### src/sstf_pkg.sv
// shared types, constants and helpers of the sstf disk request scheduler
package sstf_pkg;

  localparam int DEPTH          = 8;
  localparam int TRACK_MAX      = 999;
  localparam int REQUESTER_BITS = 8;

  localparam int IDX_W   = (DEPTH > 1) ? $clog2(DEPTH) : 1;
  localparam int CNT_W   = $clog2(DEPTH + 1);
  localparam int TRK_W   = 10;
  localparam int REQ_IN_W = 8;
  localparam int OCC_W   = 4;
  localparam int LIM_W   = 4;

  typedef logic [IDX_W-1:0]          idx_t;
  typedef logic [CNT_W-1:0]          cnt_t;
  typedef logic [TRK_W-1:0]          trk_t;
  typedef logic [REQUESTER_BITS-1:0] req_t;
  typedef logic [LIM_W-1:0]          lim_t;

  localparam lim_t LIMIT_RESET = lim_t'(8);

  typedef enum logic [1:0] {
    ST_ADDED  = 2'd0,
    ST_FULL   = 2'd1,
    ST_SERVED = 2'd2,
    ST_EMPTY  = 2'd3
  } status_t;

  typedef enum logic {
    CMD_ADD     = 1'b0,
    CMD_SERVICE = 1'b1
  } cmd_code_t;

  typedef struct packed {
    cmd_code_t cmd;
    req_t      req;
    trk_t      trk;
  } cmd_t;

  typedef struct packed {
    logic valid;
    cmd_t item;
  } cmd_q_t;

  typedef struct packed {
    req_t req;
    trk_t trk;
  } entry_t;

  function automatic trk_t track_dist(trk_t a, trk_t b);
    trk_t d;
    d = (a >= b) ? (a - b) : (b - a);
    return d;
  endfunction

endpackage

### src/sstf_front.sv
// input stage: takes commands, clamps the track to TRACK_MAX, holds them in a two entry queue
module sstf_front (
  input  logic                           clk,
  input  logic                           rst_n,
  input  logic                           in_valid,
  output logic                           in_ready,
  input  logic                           in_command,
  input  logic [sstf_pkg::REQ_IN_W-1:0]  in_requester,
  input  logic [sstf_pkg::TRK_W-1:0]     in_track,
  output sstf_pkg::cmd_q_t               cmd_q,
  input  logic                           cmd_pop
);

  sstf_pkg::cmd_t q_r [2];
  logic           wr_ptr_r, wr_ptr_nxt;
  logic           rd_ptr_r, rd_ptr_nxt;
  logic [1:0]     fill_r, fill_nxt;
  sstf_pkg::cmd_t item;
  logic           push;
  logic           pop;

  assign in_ready = (fill_r != 2'd2);
  assign push     = in_valid && in_ready;
  assign pop      = cmd_pop && (fill_r != 2'd0);

  always_comb begin
    item.cmd = sstf_pkg::cmd_code_t'(in_command);
    item.req = sstf_pkg::req_t'(in_requester);
    if (in_track > sstf_pkg::trk_t'(sstf_pkg::TRACK_MAX)) begin
      item.trk = sstf_pkg::trk_t'(sstf_pkg::TRACK_MAX);
    end else begin
      item.trk = in_track;
    end
  end

  always_comb begin
    wr_ptr_nxt = wr_ptr_r ^ push;
    rd_ptr_nxt = rd_ptr_r ^ pop;
    fill_nxt   = fill_r + {1'b0, push} - {1'b0, pop};
  end

  always_ff @(posedge clk) begin
    if (!rst_n) begin
      wr_ptr_r <= 1'b0;
      rd_ptr_r <= 1'b0;
      fill_r   <= 2'd0;
    end else begin
      wr_ptr_r <= wr_ptr_nxt;
      rd_ptr_r <= rd_ptr_nxt;
      fill_r   <= fill_nxt;
    end
  end

  always_ff @(posedge clk) begin
    if (push) begin
      q_r[wr_ptr_r] <= item;
    end
  end

  assign cmd_q.valid = (fill_r != 2'd0);
  assign cmd_q.item  = q_r[rd_ptr_r];

endmodule

### src/sstf_back.sv
// execution engine: request store, nearest-track scan, compaction and result register
module sstf_back (
  input  logic                          clk,
  input  logic                          rst_n,
  input  logic                          cfg_we,
  input  logic [sstf_pkg::LIM_W-1:0]    cfg_wdata,
  input  sstf_pkg::cmd_q_t              cmd_q,
  output logic                          cmd_pop,
  output logic                          out_valid,
  input  logic                          out_ready,
  output logic [1:0]                    out_status,
  output logic [sstf_pkg::REQ_IN_W-1:0] out_served_requester,
  output logic [sstf_pkg::TRK_W-1:0]    out_served_track,
  output logic [sstf_pkg::OCC_W-1:0]    out_occupancy
);

  typedef enum logic [2:0] {
    S_IDLE  = 3'b001,
    S_SCAN  = 3'b010,
    S_SHIFT = 3'b100
  } state_t;

  state_t               state_r, state_nxt;
  sstf_pkg::cnt_t       count_r, count_nxt;
  sstf_pkg::trk_t       head_r, head_nxt;
  sstf_pkg::lim_t       limit_r;
  sstf_pkg::idx_t       cmp_idx_r, cmp_idx_nxt;
  sstf_pkg::idx_t       best_idx_r, best_idx_nxt;
  sstf_pkg::trk_t       best_dist_r, best_dist_nxt;
  sstf_pkg::entry_t     best_ent_r, best_ent_nxt;
  sstf_pkg::idx_t       sh_idx_r, sh_idx_nxt;

  logic                 out_valid_r, out_valid_nxt;
  sstf_pkg::status_t    out_status_r, out_status_nxt;
  sstf_pkg::req_t       out_req_r, out_req_nxt;
  sstf_pkg::trk_t       out_trk_r, out_trk_nxt;
  sstf_pkg::cnt_t       out_occ_r, out_occ_nxt;

  sstf_pkg::entry_t     mem_r [sstf_pkg::DEPTH];
  sstf_pkg::entry_t     rd_data_r;
  sstf_pkg::idx_t       rd_addr;
  logic                 mem_we;
  sstf_pkg::idx_t       mem_wa;
  sstf_pkg::entry_t     mem_wd;

  sstf_pkg::cnt_t       lim_eff;
  logic                 out_free;
  sstf_pkg::trk_t       cur_dist;
  logic                 take;
  sstf_pkg::idx_t       sel_idx;
  sstf_pkg::entry_t     sel_ent;

  assign out_free = !out_valid_r || out_ready;
  assign cur_dist = sstf_pkg::track_dist(rd_data_r.trk, head_r);
  assign take     = (cmp_idx_r == '0) || (cur_dist < best_dist_r);
  assign sel_idx  = take ? cmp_idx_r : best_idx_r;
  assign sel_ent  = take ? rd_data_r : best_ent_r;

  always_comb begin
    if (int'(limit_r) > sstf_pkg::DEPTH) begin
      lim_eff = sstf_pkg::cnt_t'(sstf_pkg::DEPTH);
    end else begin
      lim_eff = sstf_pkg::cnt_t'(limit_r);
    end
  end

  always_comb begin
    state_nxt      = state_r;
    count_nxt      = count_r;
    head_nxt       = head_r;
    cmp_idx_nxt    = cmp_idx_r;
    best_idx_nxt   = best_idx_r;
    best_dist_nxt  = best_dist_r;
    best_ent_nxt   = best_ent_r;
    sh_idx_nxt     = sh_idx_r;
    out_valid_nxt  = out_valid_r && !out_ready;
    out_status_nxt = out_status_r;
    out_req_nxt    = out_req_r;
    out_trk_nxt    = out_trk_r;
    out_occ_nxt    = out_occ_r;
    rd_addr        = '0;
    mem_we         = 1'b0;
    mem_wa         = '0;
    mem_wd         = '0;
    cmd_pop        = 1'b0;
    unique case (state_r)
      S_IDLE: begin
        if (cmd_q.valid && out_free) begin
          cmd_pop = 1'b1;
          if (cmd_q.item.cmd == sstf_pkg::CMD_ADD) begin
            out_valid_nxt = 1'b1;
            out_req_nxt   = '0;
            out_trk_nxt   = head_r;
            if (count_r >= lim_eff) begin
              out_status_nxt = sstf_pkg::ST_FULL;
              out_occ_nxt    = count_r;
            end else begin
              mem_we         = 1'b1;
              mem_wa         = sstf_pkg::idx_t'(count_r);
              mem_wd.req     = cmd_q.item.req;
              mem_wd.trk     = cmd_q.item.trk;
              count_nxt      = count_r + sstf_pkg::cnt_t'(1);
              out_status_nxt = sstf_pkg::ST_ADDED;
              out_occ_nxt    = count_r + sstf_pkg::cnt_t'(1);
            end
          end else if (count_r == '0) begin
            out_valid_nxt  = 1'b1;
            out_status_nxt = sstf_pkg::ST_EMPTY;
            out_req_nxt    = '0;
            out_trk_nxt    = head_r;
            out_occ_nxt    = count_r;
          end else begin
            rd_addr     = '0;
            cmp_idx_nxt = '0;
            state_nxt   = S_SCAN;
          end
        end
      end
      S_SCAN: begin
        best_idx_nxt  = sel_idx;
        best_ent_nxt  = sel_ent;
        best_dist_nxt = take ? cur_dist : best_dist_r;
        if (sstf_pkg::cnt_t'(cmp_idx_r) + sstf_pkg::cnt_t'(1) == count_r) begin
          if (sstf_pkg::cnt_t'(sel_idx) + sstf_pkg::cnt_t'(1) == count_r) begin
            state_nxt      = S_IDLE;
            count_nxt      = count_r - sstf_pkg::cnt_t'(1);
            head_nxt       = sel_ent.trk;
            out_valid_nxt  = 1'b1;
            out_status_nxt = sstf_pkg::ST_SERVED;
            out_req_nxt    = sel_ent.req;
            out_trk_nxt    = sel_ent.trk;
            out_occ_nxt    = count_r - sstf_pkg::cnt_t'(1);
          end else begin
            rd_addr    = sel_idx + sstf_pkg::idx_t'(1);
            sh_idx_nxt = sel_idx;
            state_nxt  = S_SHIFT;
          end
        end else begin
          rd_addr     = cmp_idx_r + sstf_pkg::idx_t'(1);
          cmp_idx_nxt = cmp_idx_r + sstf_pkg::idx_t'(1);
        end
      end
      S_SHIFT: begin
        mem_we = 1'b1;
        mem_wa = sh_idx_r;
        mem_wd = rd_data_r;
        if (sstf_pkg::cnt_t'(sh_idx_r) + sstf_pkg::cnt_t'(2) == count_r) begin
          state_nxt      = S_IDLE;
          count_nxt      = count_r - sstf_pkg::cnt_t'(1);
          head_nxt       = best_ent_r.trk;
          out_valid_nxt  = 1'b1;
          out_status_nxt = sstf_pkg::ST_SERVED;
          out_req_nxt    = best_ent_r.req;
          out_trk_nxt    = best_ent_r.trk;
          out_occ_nxt    = count_r - sstf_pkg::cnt_t'(1);
        end else begin
          rd_addr    = sh_idx_r + sstf_pkg::idx_t'(2);
          sh_idx_nxt = sh_idx_r + sstf_pkg::idx_t'(1);
        end
      end
      default: begin
        state_nxt = S_IDLE;
      end
    endcase
  end

  always_ff @(posedge clk) begin
    if (!rst_n) begin
      state_r     <= S_IDLE;
      count_r     <= '0;
      head_r      <= '0;
      limit_r     <= sstf_pkg::LIMIT_RESET;
      out_valid_r <= 1'b0;
    end else begin
      state_r     <= state_nxt;
      count_r     <= count_nxt;
      head_r      <= head_nxt;
      out_valid_r <= out_valid_nxt;
      if (cfg_we) begin
        limit_r <= cfg_wdata;
      end
    end
  end

  always_ff @(posedge clk) begin
    cmp_idx_r    <= cmp_idx_nxt;
    best_idx_r   <= best_idx_nxt;
    best_dist_r  <= best_dist_nxt;
    best_ent_r   <= best_ent_nxt;
    sh_idx_r     <= sh_idx_nxt;
    out_status_r <= out_status_nxt;
    out_req_r    <= out_req_nxt;
    out_trk_r    <= out_trk_nxt;
    out_occ_r    <= out_occ_nxt;
  end

  // request store: one write port, one registered read port
  always_ff @(posedge clk) begin
    if (mem_we) begin
      mem_r[mem_wa] <= mem_wd;
    end
    rd_data_r <= mem_r[rd_addr];
  end

  assign out_valid            = out_valid_r;
  assign out_status           = out_status_r;
  assign out_served_requester = sstf_pkg::REQ_IN_W'(out_req_r);
  assign out_served_track     = out_trk_r;
  assign out_occupancy        = sstf_pkg::OCC_W'(out_occ_r);

  a_count_bound: assert property (@(posedge clk) disable iff (!rst_n)
    int'(count_r) <= sstf_pkg::DEPTH)
    else $error("pending count above depth");

  a_busy_out_empty: assert property (@(posedge clk) disable iff (!rst_n)
    (state_r != S_IDLE) |-> !out_valid_r)
    else $error("result register busy during a service");

  a_scan_nonempty: assert property (@(posedge clk) disable iff (!rst_n)
    (state_r == S_SCAN) |-> (count_r != '0))
    else $error("scan with an empty store");

  a_serve_pops: assert property (@(posedge clk) disable iff (!rst_n)
    (state_r == S_IDLE && state_nxt == S_SCAN) |-> cmd_pop)
    else $error("service started without taking its command");

endmodule

### src/sstf_disk_request_scheduler.sv
// top level of the shortest-seek-time-first disk request scheduler
// usage:
//   in_* channel (valid/ready) carries commands: in_command 0 adds the request
//   {in_requester, in_track}, 1 services the pending request nearest the head.
//   out_* channel (valid/ready) returns one result per command: status, served
//   requester, head track after the command and occupancy.
//   cfg_we/cfg_wdata write queue_limit; write only while the block is idle.
// command queue and engine steps:
//   a two entry command queue sits in front of the engine, so commands are
//   taken while the engine works or a result waits.
//   add or rejected or empty service: handled in the idle state, which
//   registers the result directly once the result register is free.
//   service of n pending entries at position p (from 0): dispatch, a scan of
//   all n entries, then compaction of the n-1-p entries above p, one at a time
//   through the single read port of the request store.
// reset: rst_n low clears the queue, the head track to 0 and queue_limit to 8.
// stall: while out_ready is low the result holds and the engine waits before
//   starting the next command; the command queue then fills and in_ready drops.
module sstf_disk_request_scheduler (
  input  logic                          clk,
  input  logic                          rst_n,
  input  logic                          in_valid,
  output logic                          in_ready,
  input  logic                          in_command,
  input  logic [sstf_pkg::REQ_IN_W-1:0] in_requester,
  input  logic [sstf_pkg::TRK_W-1:0]    in_track,
  output logic                          out_valid,
  input  logic                          out_ready,
  output logic [1:0]                    out_status,
  output logic [sstf_pkg::REQ_IN_W-1:0] out_served_requester,
  output logic [sstf_pkg::TRK_W-1:0]    out_served_track,
  output logic [sstf_pkg::OCC_W-1:0]    out_occupancy,
  input  logic                          cfg_we,
  input  logic [sstf_pkg::LIM_W-1:0]    cfg_wdata
);

  sstf_pkg::cmd_q_t cmd_q;
  logic             cmd_pop;

  sstf_front u_front (
    .clk          (clk),
    .rst_n        (rst_n),
    .in_valid     (in_valid),
    .in_ready     (in_ready),
    .in_command   (in_command),
    .in_requester (in_requester),
    .in_track     (in_track),
    .cmd_q        (cmd_q),
    .cmd_pop      (cmd_pop)
  );

  sstf_back u_back (
    .clk                  (clk),
    .rst_n                (rst_n),
    .cfg_we               (cfg_we),
    .cfg_wdata            (cfg_wdata),
    .cmd_q                (cmd_q),
    .cmd_pop              (cmd_pop),
    .out_valid            (out_valid),
    .out_ready            (out_ready),
    .out_status           (out_status),
    .out_served_requester (out_served_requester),
    .out_served_track     (out_served_track),
    .out_occupancy        (out_occupancy)
  );

endmodule
### config.mk
export PLATFORM = sky130hd
export DESIGN_NAME = sstf_disk_request_scheduler
export DESIGN_NICKNAME = d
export VERILOG_FILES = /design/src/sstf_pkg.sv /design/src/sstf_front.sv /design/src/sstf_back.sv /design/src/sstf_disk_request_scheduler.sv
export SDC_FILE = /design/constraint.sdc
export NUM_CORES = 1
export LEC_CHECK = 0
export ABC_AREA = 0
export BUFFER_PORTS_ARGS = -buffer_cell sky130_fd_sc_hd__buf_2
export CAP_MARGIN = 0
export CORE_MARGIN = 2
export CORE_UTILIZATION = 42
export DETAILED_ROUTE_END_ITERATION = 6
export GPL_TIMING_DRIVEN = 1
export PLACE_DENSITY_LB_ADDON = 0.12
export SYNTH_ARGS = -nofsm -noshare
export SYNTH_HDL_FRONTEND = slang
export SYNTH_SLANG_ARGS = --single-unit
### constraint.sdc
create_clock -name clk -period 8.1 [get_ports clk]
set_input_delay 0.81 -clock clk [delete_from_list [all_inputs] [get_ports clk]]
set_output_delay 0.81 -clock clk [all_outputs]
set_load 0.005 [all_outputs]
==> results.py, run 1 <==
metrics = {
    "run_status": {
        "status": "complete, no violations",
    },
    "placed_design": {
        "placed_cell_area_um2": 14100,
        "port_buffers": 53,
        "place_inst": 1415,
        "gp_congestion": 0.795,
        "place_hpwl_um": 19800,
    },
    "power": {
        "p_sw_frac": 0.349,
        "power_leakage_nw": 5.94,
        "combPwrFrac": 0.358,
        "power.density_nw_per_um2": 359,
        "clock_power_share": 0.263,
        "power_frac_seq": 0.379,
        "power.switching_mw": 1.90,
        "ir_worst_vdd_mv": 0.176,
        "p_int_mw": 3.54,
    },
    "logic_synthesis": {
        "synthMuxAreaShare": 0.135,
        "synth_top_family_by_area": "multiplexers",
        "synth_compound_area_frac": 0.0900,
        "ys_types": 71,
        "ys_seq_area_frac": 0.616,
        "synth_edf_count": 243,
        "synth_flop_cell": "edfxtp_1",
        "synth_fp_nets": 1057,
        "synth_warnings": 0,
        "synthAdderAreaFrac": 0.0444,
        "synthSimpleGateAreaFrac": 0.0644,
        "synth-seq-cells": 288,
        "async_flop_share": 0,
        "synth_xor_area_frac": 0.0164,
        "avgSynthCellArea_um2": 13.5,
        "synth_area_um2": 13300,
        "synth_cells": 983,
    },
    "floorplan": {
        "die_h_um": 182,
        "coreArea_um2": 31400,
        "dieArea_um2": 33100,
        "start_util": 0.424,
        "pin_count": 54,
        "fp.dieW_um": 182,
        "rows": 65,
    },
    "layout": {
        "final_layout_size_suffix_gt1_frac": 0.185,
        "fin_cells": 1475,
        "final_common_cell": "edfxtp_1",
        "final_area_um2": 15100,
        "area_delta_synth_final_pct": 13.8,
        "layout_common_cells": "243 x edfxtp_1, 143 x mux2i_1, 56 x inv_1, 56 x nor2_1, 53 x buf_2",
        "finalNetCount": 1122,
        "diodes": 0,
    },
    "clock_tree": {
        "cts.clk_slew.worst_paths_ns": 0.06,
        "cts_buffer_depth": 3,
        "clock_latency_ns": 0.58,
        "cts_tree": "yes",
        "cts_num_sinks": 288,
        "cts_hold_buf": 0,
        "cts_htree_levels": 1,
        "cts_made_buffers": 31,
        "cts-root-buf": "clkbuf_16",
    },
    "routing": {
        "vias": 7954,
        "drt_iter0_markers": 475,
        "antenna_left": 0,
        "dr.pass1.iters": 5,
        "wl_per_cell_um": 20.5,
        "drt_wl_total_um": 30300,
        "vias_per_cell": 5.39,
        "drc": 0,
    },
    "critical_path": {
        "critPathMaxStageDelay_ns": 0.51,
        "crit_type": "reg -> reg",
        "cp_data_required_time_ns": 8.56,
        "worst_ep_arrival_time_ns": 7.94,
        "slowest_stage": "nor4_2",
        "path_max_fanout": 49,
        "cp_num_buf_inv": 6,
        "crit_family": "compound AO/OA/AOI/OAI gates",
        "critPathLaunchType": "register",
        "endpoint_kind": "register",
    },
    "global_routing": {
        "grt_max_degree": 50,
        "grt_remaining_overflow": 0,
        "grt_use_total": 0.184,
        "grt_pass1_wl_um": 46700,
        "antenna_found_initial": 0,
        "grt_pass1_vias": 7890,
    },
    "timing": {
        "fmax_mhz": 134,
        "max_slew_margin": 0.293,
        "post-route-period-util": 0.924,
        "setup_viol": 0,
        "rsz0062_at_grt": "true",
        "slew_viol_final": 0,
        "holdWs_ns": 0.431,
        "skew_ns": 0.0163,
        "hold_viol": 0,
        "fin_crit_ns": 7.48,
        "tightest_slew_ns": 1.05,
    },
    "flow_run": {
        "cap_violations": 0,
    },
    "worst_hold_path": {
        "hold_class": "in -> reg",
    },
}
layout make-up:
cell class / count / area (um^2)
clock buffers: 36 / 815
repair buffers: 77 / 470
well taps: 402 / 503
multi-input cells: 594 / 4720
inverters: 56 / 210
flip-flops and latches: 288 / 8200
clock inverters: 22 / 226
fillers: 2783 / 16200
state kept, by name, indices dropped and copies added (netlist names), 4 cells and up, named ones only:
register	cells
u_back.best_dist_r	10
u_back.best_ent_r	18
u_back.count_r	4
u_back.head_r	10
u_back.limit_r	4
u_back.mem_r	144
u_back.out_occupancy	4
u_back.out_served_requester	8
u_back.out_served_track	10
u_back.rd_data_r	18
u_front.q_r	38
metal layers:
metal | global-route usage | vias up | wire length (um)
li1 | - | 3808 | -
met3 | 0.0275 | 42 | 1160
met5 | 0 | - | 0
met4 | 0.0381 | 0 | 580
met2 | 0.299 | 143 | 14100
met1 | 0.265 | 3961 | 14500
through the flow:
| stage | power, mW | TNS (ns) | worst slack (ns) | util |
|---|---|---|---|---|
| floorplan | 3.44 | 0 | 0.754 | - |
| global placement | 4.02 | 0 | 0.386 | 0.449 |
| detailed placement | 4.04 | 0 | 0.233 | 0.449 |
| CTS | 5.49 | 0 | 0.187 | 0.482 |
| global route | 5.78 | -0.0387 | -0.0160 | 0.483 |
| finish | 5.44 | 0 | 0.619 | 0.483 |
repair_timing:
action                                  CTS  global route
endpoints found under the setup margin    0            18
buffers inserted                          0             1
resized for setup                         0             1
final timing paths:
path,start,end,slack [ns],depth (start not counted)
setup reg to reg,u_back.rd_data_r[0],u_back.rd_data_r[8],0.62,33
hold / removal,in_requester[4],u_front.q_r[0][14],0.43,1
hold reg to reg,u_back.head_r[9],u_back.head_r[9],0.51,2
setup / recovery,u_back.rd_data_r[0],u_back.rd_data_r[8],0.62,33
power by group through the flow:
stage | clock network [mW] | registers (mW) | logic [mW]
final | 1.43 | 2.06 | 1.95
after global routing | 1.52 | 2.08 | 2.17
after CTS | 1.46 | 2.06 | 1.96
after detailed placement | 0 | 2.09 | 1.95
after global placement | 0 | 2.09 | 1.94
after floorplan | 0 | 2.05 | 1.39
cell usage after synthesis (14+ instances only):
cell type | instances | share of area
nor2_1 | 61 | 0.017
dfxtp_1 | 45 | 0.068
xnor2_1 | 14 | 0.0092
a21oi_1 | 32 | 0.012
o22ai_1 | 14 | 0.0066
o21ai_0 | 35 | 0.013
mux2i_1 | 143 | 0.11
inv_1 | 56 | 0.016
nand2_1 | 52 | 0.015
edfxtp_1 | 243 | 0.55
ha_1 | 44 | 0.041
clkbuf_1 | 30 | 0.0085
mux2_2 | 33 | 0.028
cell families after synthesis:
kind of cell,after synthesis
buf+inv,102
flops,288
xor+xnor,24
mux,176
simple gates,180
fa+ha+maj,46
compound gates,167
No activity file was read; power rests on OpenSTA's default activity.
==> inputs of run 2 (changes only) <==
--- a/config.mk
+++ b/config.mk
@@ -5,7 +5,7 @@
 export SDC_FILE = /design/constraint.sdc
 export NUM_CORES = 1
 export LEC_CHECK = 0
-export ABC_AREA = 0
+export ABC_AREA = 1
 export BUFFER_PORTS_ARGS = -buffer_cell sky130_fd_sc_hd__buf_2
 export CAP_MARGIN = 0
 export CORE_MARGIN = 2
==> run 2 against run 1 <==
Net effect: critical path type unchanged; sequential share of layout area shrank 1.5 points; final cell count rose by 31%; critical endpoint is now u_back.out_served_requester[4]; via count up 23%; largest power group unchanged.
==> results.py, run 2 <==
metrics = {
    "floorplan": {
        "rows": 66,
        "start_util": 0.425,
        "fp.dieW_um": 185,
        "coreArea_um2": 32400,
        "dieArea_um2": 34200,
        "pin_count": 54,
        "die_h_um": 185,
    },
    "clock_tree": {
        "cts_buffer_depth": 3,
        "cts_made_buffers": 35,
        "cts.clk_slew.worst_paths_ns": 0.05,
        "cts_num_sinks": 288,
        "cts-root-buf": "clkbuf_16",
        "cts_htree_levels": 2,
        "cts_tree": "yes",
        "cts_resized": 0,
        "cts_hold_buf": 0,
        "clock_latency_ns": 0.53,
        "cts_setup_buffers": 0,
    },
    "run_status": {
        "status": "complete, no violations",
    },
    "placed_design": {
        "gp_congestion": 0.837,
        "place_hpwl_um": 21800,
        "port_buffers": 53,
    },
    "routing": {
        "drc": 0,
        "drt_wl_total_um": 35500,
        "vias_per_cell": 5.07,
        "antenna_left": 0,
        "drt_iter0_markers": 666,
        "wl_per_cell_um": 18.4,
        "dr.pass1.iters": 5,
        "vias": 9759,
    },
    "global_routing": {
        "grt_pass1_wl_um": 54100,
        "grt_max_degree": 74,
        "grt_pass1_vias": 9168,
        "grt_use_total": 0.211,
        "antenna_found_initial": 5,
        "grt_remaining_overflow": 0,
    },
    "power": {
        "power.density_nw_per_um2": 342,
        "ir_worst_vdd_mv": 0.165,
        "power_leakage_nw": 6.71,
        "finalPower_mw": 5.33,
    },
    "logic_synthesis": {
        "async_flop_share": 0,
        "yosysMostFrequentCell": "nand2_1",
        "yosysTopAreaCell": "edfxtp_1",
        "netlist_top_cells_count": "272 x nand2_1, 257 x inv_1, 243 x edfxtp_1",
        "synth_area_um2": 13800,
        "synth_edf_count": 243,
        "synth_warnings": 0,
        "synth_fp_nets": 1490,
        "ys_types": 47,
        "ys_seq_area_frac": 0.595,
        "synth_top_area_share": 0.530,
        "synth-seq-cells": 288,
        "synth_cells": 1416,
        "synth_flop_cell": "edfxtp_1",
        "avgSynthCellArea_um2": 9.72,
        "synthTopCellsByArea": "edfxtp_1 53%, nand2_1 7.4%, inv_1 7.0%",
    },
    "timing": {
        "fmax_mhz": 157,
        "max_slew_margin": 0.144,
        "rsz0062_at_grt": "false",
        "slew_viol_final": 0,
        "post-route-period-util": 0.785,
        "fin_crit_ns": 6.36,
        "tightest_slew_ns": 1.28,
        "setup_tns_ns": 0,
        "skew_ns": 0.0318,
        "setup_viol": 0,
        "hold_viol": 0,
    },
    "layout": {
        "layout_common_cells": "271 x nand2_1, 257 x inv_1, 243 x edfxtp_1",
        "final_common_cell": "nand2_1",
        "final_layout_size_suffix_gt1_frac": 0.100,
        "largestRegisters": "u_back.mem_r: 144 flops, u_front.q_r: 38 flops",
        "regMostFlops": "u_back.mem_r",
        "utilization": 0.481,
        "largest_reg_flops": 144,
        "area_delta_synth_final_pct": 13.2,
        "finalNetCount": 1532,
    },
    "critical_path": {
        "endpoint_kind": "register",
        "path_max_fanout": 24,
        "cp_data_required_time_ns": 8.22,
        "critPathMaxStageDelay_ns": 1.01,
        "slowest_stage": "o2111a_1",
        "crit_type": "reg -> reg",
        "crit_top_cell": "nand2_1",
        "worst_ep_arrival_time_ns": 6.48,
        "critPathLaunchType": "register",
    },
    "worst_hold_path": {
        "hold_class": "reg -> reg",
    },
    "flow_run": {
        "cap_violations": 0,
    },
}
## run 2: cell types whose count changed after synthesis, moves of 33 or more
cell | previous run | this run
o21ai_0 | 35 | 68
mux2i_1 | 143 | 2
nor2_1 | 61 | 95
inv_1 | 56 | 257
nand2_1 | 52 | 272
nand3_1 | 7 | 161
## run 2: worst max-delay path, delay by kind of cell (launching register included)
kind,cells,cell delay [ns]
adder cells (fa/ha/maj),3,0.92
flip-flops,1,0.33
AND/OR/NAND/NOR,11,1.91
XOR/XNOR,2,0.31
AO/OA/AOI/OAI,6,2.17
buffers and inverters,4,0.32
## run 2: final timing paths
check / start / end / slack (ns) / depth (start not counted)
min reg2reg: u_front.rd_ptr_r / u_front.rd_ptr_r / 0.47 / 1
max reg2reg: u_back.rd_data_r[7] / u_back.out_served_requester[4] / 1.74 / 26
max: u_back.rd_data_r[7] / u_back.out_served_requester[4] / 1.74 / 26
min: u_front.rd_ptr_r / u_front.rd_ptr_r / 0.47 / 1
## run 2: cells by family (layout without fill, tap and decap cells)
logic type | after synthesis | in the layout | synth area share
and+or+nand+nor | 558 | 558 | 0.174
buffers and inverters | 322 | 386 | 0.0911
DFF | 288 | 288 | 0.595
AOI/OAI and AO/OA | 179 | 179 | 0.0813
adders and majority gates | 46 | 46 | 0.0429
xor gates and xnor gates | 20 | 20 | 0.0127
muxes | 3 | 3 | 0.00227
other | 0 | 4 | 0
## run 2: metrics by stage
stage / cell area (um^2) / instances / setup slack, ns / hold WS, ns
after floorplan: 13800 / 1416 / 3.01 / 0.425
after global placement: 14500 / 1863 / 1.93 / 0.434
after detailed placement: 14500 / 1863 / 1.79 / 0.440
after CTS: 15600 / 1922 / 1.75 / 0.447
after global routing: 15600 / 1924 / 0.990 / 0.470
final: 15600 / 1926 / 1.74 / 0.466
## run 2: report_power, final
group	switching, mW	total (mW)	internal (mW)
clock network	0.602	1.52	0.919
logic	1.21	1.73	0.527
registers	0.0987	2.08	1.98
total	1.91	5.33	3.42
## run 2: metal layers
layer  part of all wire  GRT usage
met5            0.00056          0
met4              0.020     0.0565
met3              0.055     0.0330
met2               0.46      0.345
met1               0.46      0.294
## run 2: area by class of cell
type                            count  area (um^2)
Timing Repair Buffer               65          355
Fill cell                        3108        16800
Clock inverter                     10          155
Inverter                          262          983
Multi-Input combinational cell    806         4380
Clock buffer                       49          948
Antenna cell                        4         10.0
Sequential cell                   288         8200
Tap cell                          442          553
==> inputs of run 3 (changes only) <==
==> constraint.sdc (replaced) <==
create_clock -name clk -period 5.7 [get_ports clk]
set_input_delay 0.57 -clock clk [delete_from_list [all_inputs] [get_ports clk]]
set_output_delay 0.57 -clock clk [all_outputs]
set_load 0.005 [all_outputs]
==> run 3 against run 2 <==
Net effect: maximum frequency grew 20%; flip-flop and latch count is the same; critical endpoint is now u_back.rd_data_r[0]; critical path type unchanged; worst setup slack lost 1.3 ns; cell area grew 2.9%; combinational power grew 51%; wire length grew 2.0%; count of clock-buffer cells in the layout shrank 3.
==> results.py, run 3 (synthesis results as in run 2) <==
metrics = {
    "floorplan": {
        "start_util": 0.425,
        "rows": 66,
        "die_h_um": 185,
        "fp.dieW_um": 185,
        "pin_count": 54,
        "dieArea_um2": 34200,
        "coreArea_um2": 32400,
    },
    "power": {
        "clock_power_share": 0.279,
        "power_frac_seq": 0.383,
        "combPwrFrac": 0.338,
        "power.density_nw_per_um2": 481,
        "ir_worst_vdd_mv": 0.306,
        "finalPower_mw": 7.71,
        "p_int_mw": 4.93,
        "power_leakage_nw": 6.96,
        "power.switching_mw": 2.78,
        "p_sw_frac": 0.361,
    },
    "routing": {
        "vias": 9969,
        "dr.pass1.iters": 5,
        "drt_wl_total_um": 36200,
        "vias_per_cell": 5.08,
        "wl_per_cell_um": 18.5,
        "drc": 0,
        "antenna_left": 0,
        "drt_iter0_markers": 919,
    },
    "timing": {
        "hold_viol": 0,
        "fin_crit_ns": 5.30,
        "rsz0062_at_grt": "false",
        "post-route-period-util": 0.930,
        "setup_viol": 0,
        "finalWorstSetupSlack_ns": 0.401,
        "slew_viol_final": 0,
        "tightest_slew_ns": 1.31,
        "max_slew_margin": 0.125,
        "setup_tns_ns": 0,
        "fmax_mhz": 189,
        "skew_ns": 0.0196,
    },
    "clock_tree": {
        "cts_buffer_depth": 3,
        "cts-root-buf": "clkbuf_16",
        "cts_made_buffers": 35,
        "cts_tree": "yes",
        "cts.clk_slew.worst_paths_ns": 0.06,
        "cts_htree_levels": 2,
        "clock_latency_ns": 0.52,
        "cts_num_sinks": 288,
    },
    "critical_path": {
        "slowest_stage": "dfxtp_1",
        "critPathLaunchType": "register",
        "endpoint_kind": "register",
        "path_max_fanout": 18,
        "critPathMaxStageDelay_ns": 0.43,
        "worst_ep_arrival_time_ns": 5.74,
        "cp_data_required_time_ns": 6.14,
        "crit_type": "reg -> reg",
        "crit_top_cell": "nand2_1",
    },
    "placed_design": {
        "place_hpwl_um": 22800,
        "place_inst": 1892,
        "port_buffers": 53,
        "place_ws_ns": 0.254,
        "gp_congestion": 0.879,
    },
    "run_status": {
        "status": "complete, no violations",
    },
    "global_routing": {
        "grt_pass1_vias": 9347,
        "grt_max_degree": 54,
        "grt_use_total": 0.210,
        "antenna_found_initial": 3,
        "grt_remaining_overflow": 0,
        "grt_pass1_wl_um": 54300,
    },
    "worst_hold_path": {
        "hold_class": "in -> reg",
    },
    "layout": {
        "regMostFlops": "u_back.mem_r",
        "finalNetCount": 1568,
        "n_fill_cell": 3060,
        "diodes": 0,
        "final_layout_size_suffix_gt1_frac": 0.126,
        "largestRegisters": "u_back.mem_r: 144 flops, u_front.q_r: 38 flops",
        "final_common_cell": "nand2_1",
        "largest_reg_flops": 144,
        "fin_cells": 1963,
        "utilization": 0.496,
        "layout_common_cells": "269 x nand2_1, 256 x inv_1, 243 x edfxtp_1",
        "area_delta_synth_final_pct": 16.5,
    },
    "flow_run": {
        "cap_violations": 0,
    },
}
-- run 3: cell types whose count changed in the layout (fill, tap and decap cells not counted), sizes merged --
cell / previous run / this run
buf: 65 / 98
bufinv: 3 / 2
clkinv: 6 / 17
clkinvlp: 0 / 1
diode: 4 / 0
inv: 263 / 260
-- run 3: stage by stage --
step                      area, um^2  hold slack (ns)
final                          16000            0.235
after global routing           16000            0.216
after global placement         14700            0.438
after floorplan                13800            0.425
after CTS                      15900            0.219
after detailed placement       14700            0.443
-- run 3: what timing repair did --
item | CTS | global route
gates resized for setup | 0 | 13
hold buffers | 0 | 0
endpoints found under the setup margin | 0 | 59
setup buffers | 0 | 2
-- run 3: path summary, 6_finish.rpt --
kind	from	end	slack [ns]	cells after the start
max	u_back.rd_data_r[8]	u_back.rd_data_r[0]	0.40	33
min reg2reg	u_front.rd_ptr_r	u_front.rd_ptr_r	0.45	1
min	in_command	u_front.q_r[1][18]	0.23	1
max reg2reg	u_back.rd_data_r[8]	u_back.rd_data_r[0]	0.40	33
-- run 3: worst max-delay path, delay by kind of cell, from the launching register on --
| family | cells | cell delay, ns |
|---|---|---|
| buf+inv | 8 | 1.04 |
| xor+xnor | 2 | 0.29 |
| compound gates | 5 | 0.80 |
| flops | 1 | 0.43 |
| simple gates | 15 | 1.68 |
| fa+ha+maj | 3 | 0.98 |
-- run 3: layout make-up --
type / count / area, um^2 / area share
Tap cell: 442 / 553 / 0.0345
Timing Repair Buffer: 101 / 792 / 0.0494
Sequential cell: 288 / 8200 / 0.511
Clock inverter: 18 / 174 / 0.0108
Clock buffer: 46 / 947 / 0.0590
Inverter: 262 / 983 / 0.0613
Multi-Input combinational cell: 806 / 4390 / 0.274
-- run 3: routing by layer --
layer,share of wire,track usage,up-vias
li1,-,-,4868
met1,0.45,0.289,4743
met2,0.46,0.340,283
met3,0.053,0.0356,69
met4,0.030,0.0692,6
met5,0.00083,0,-
-- run 3: power groups by stage --
stage	clock network, mW	registers (mW)	logic [mW]
6_report	2.15	2.95	2.61
3_5_place_dp	0	2.99	2.55
5_1_grt	2.27	2.98	2.96
2_1_floorplan	0	2.94	1.74
3_3_place_gp	0	2.99	2.54
4_1_cts	2.19	2.95	2.57
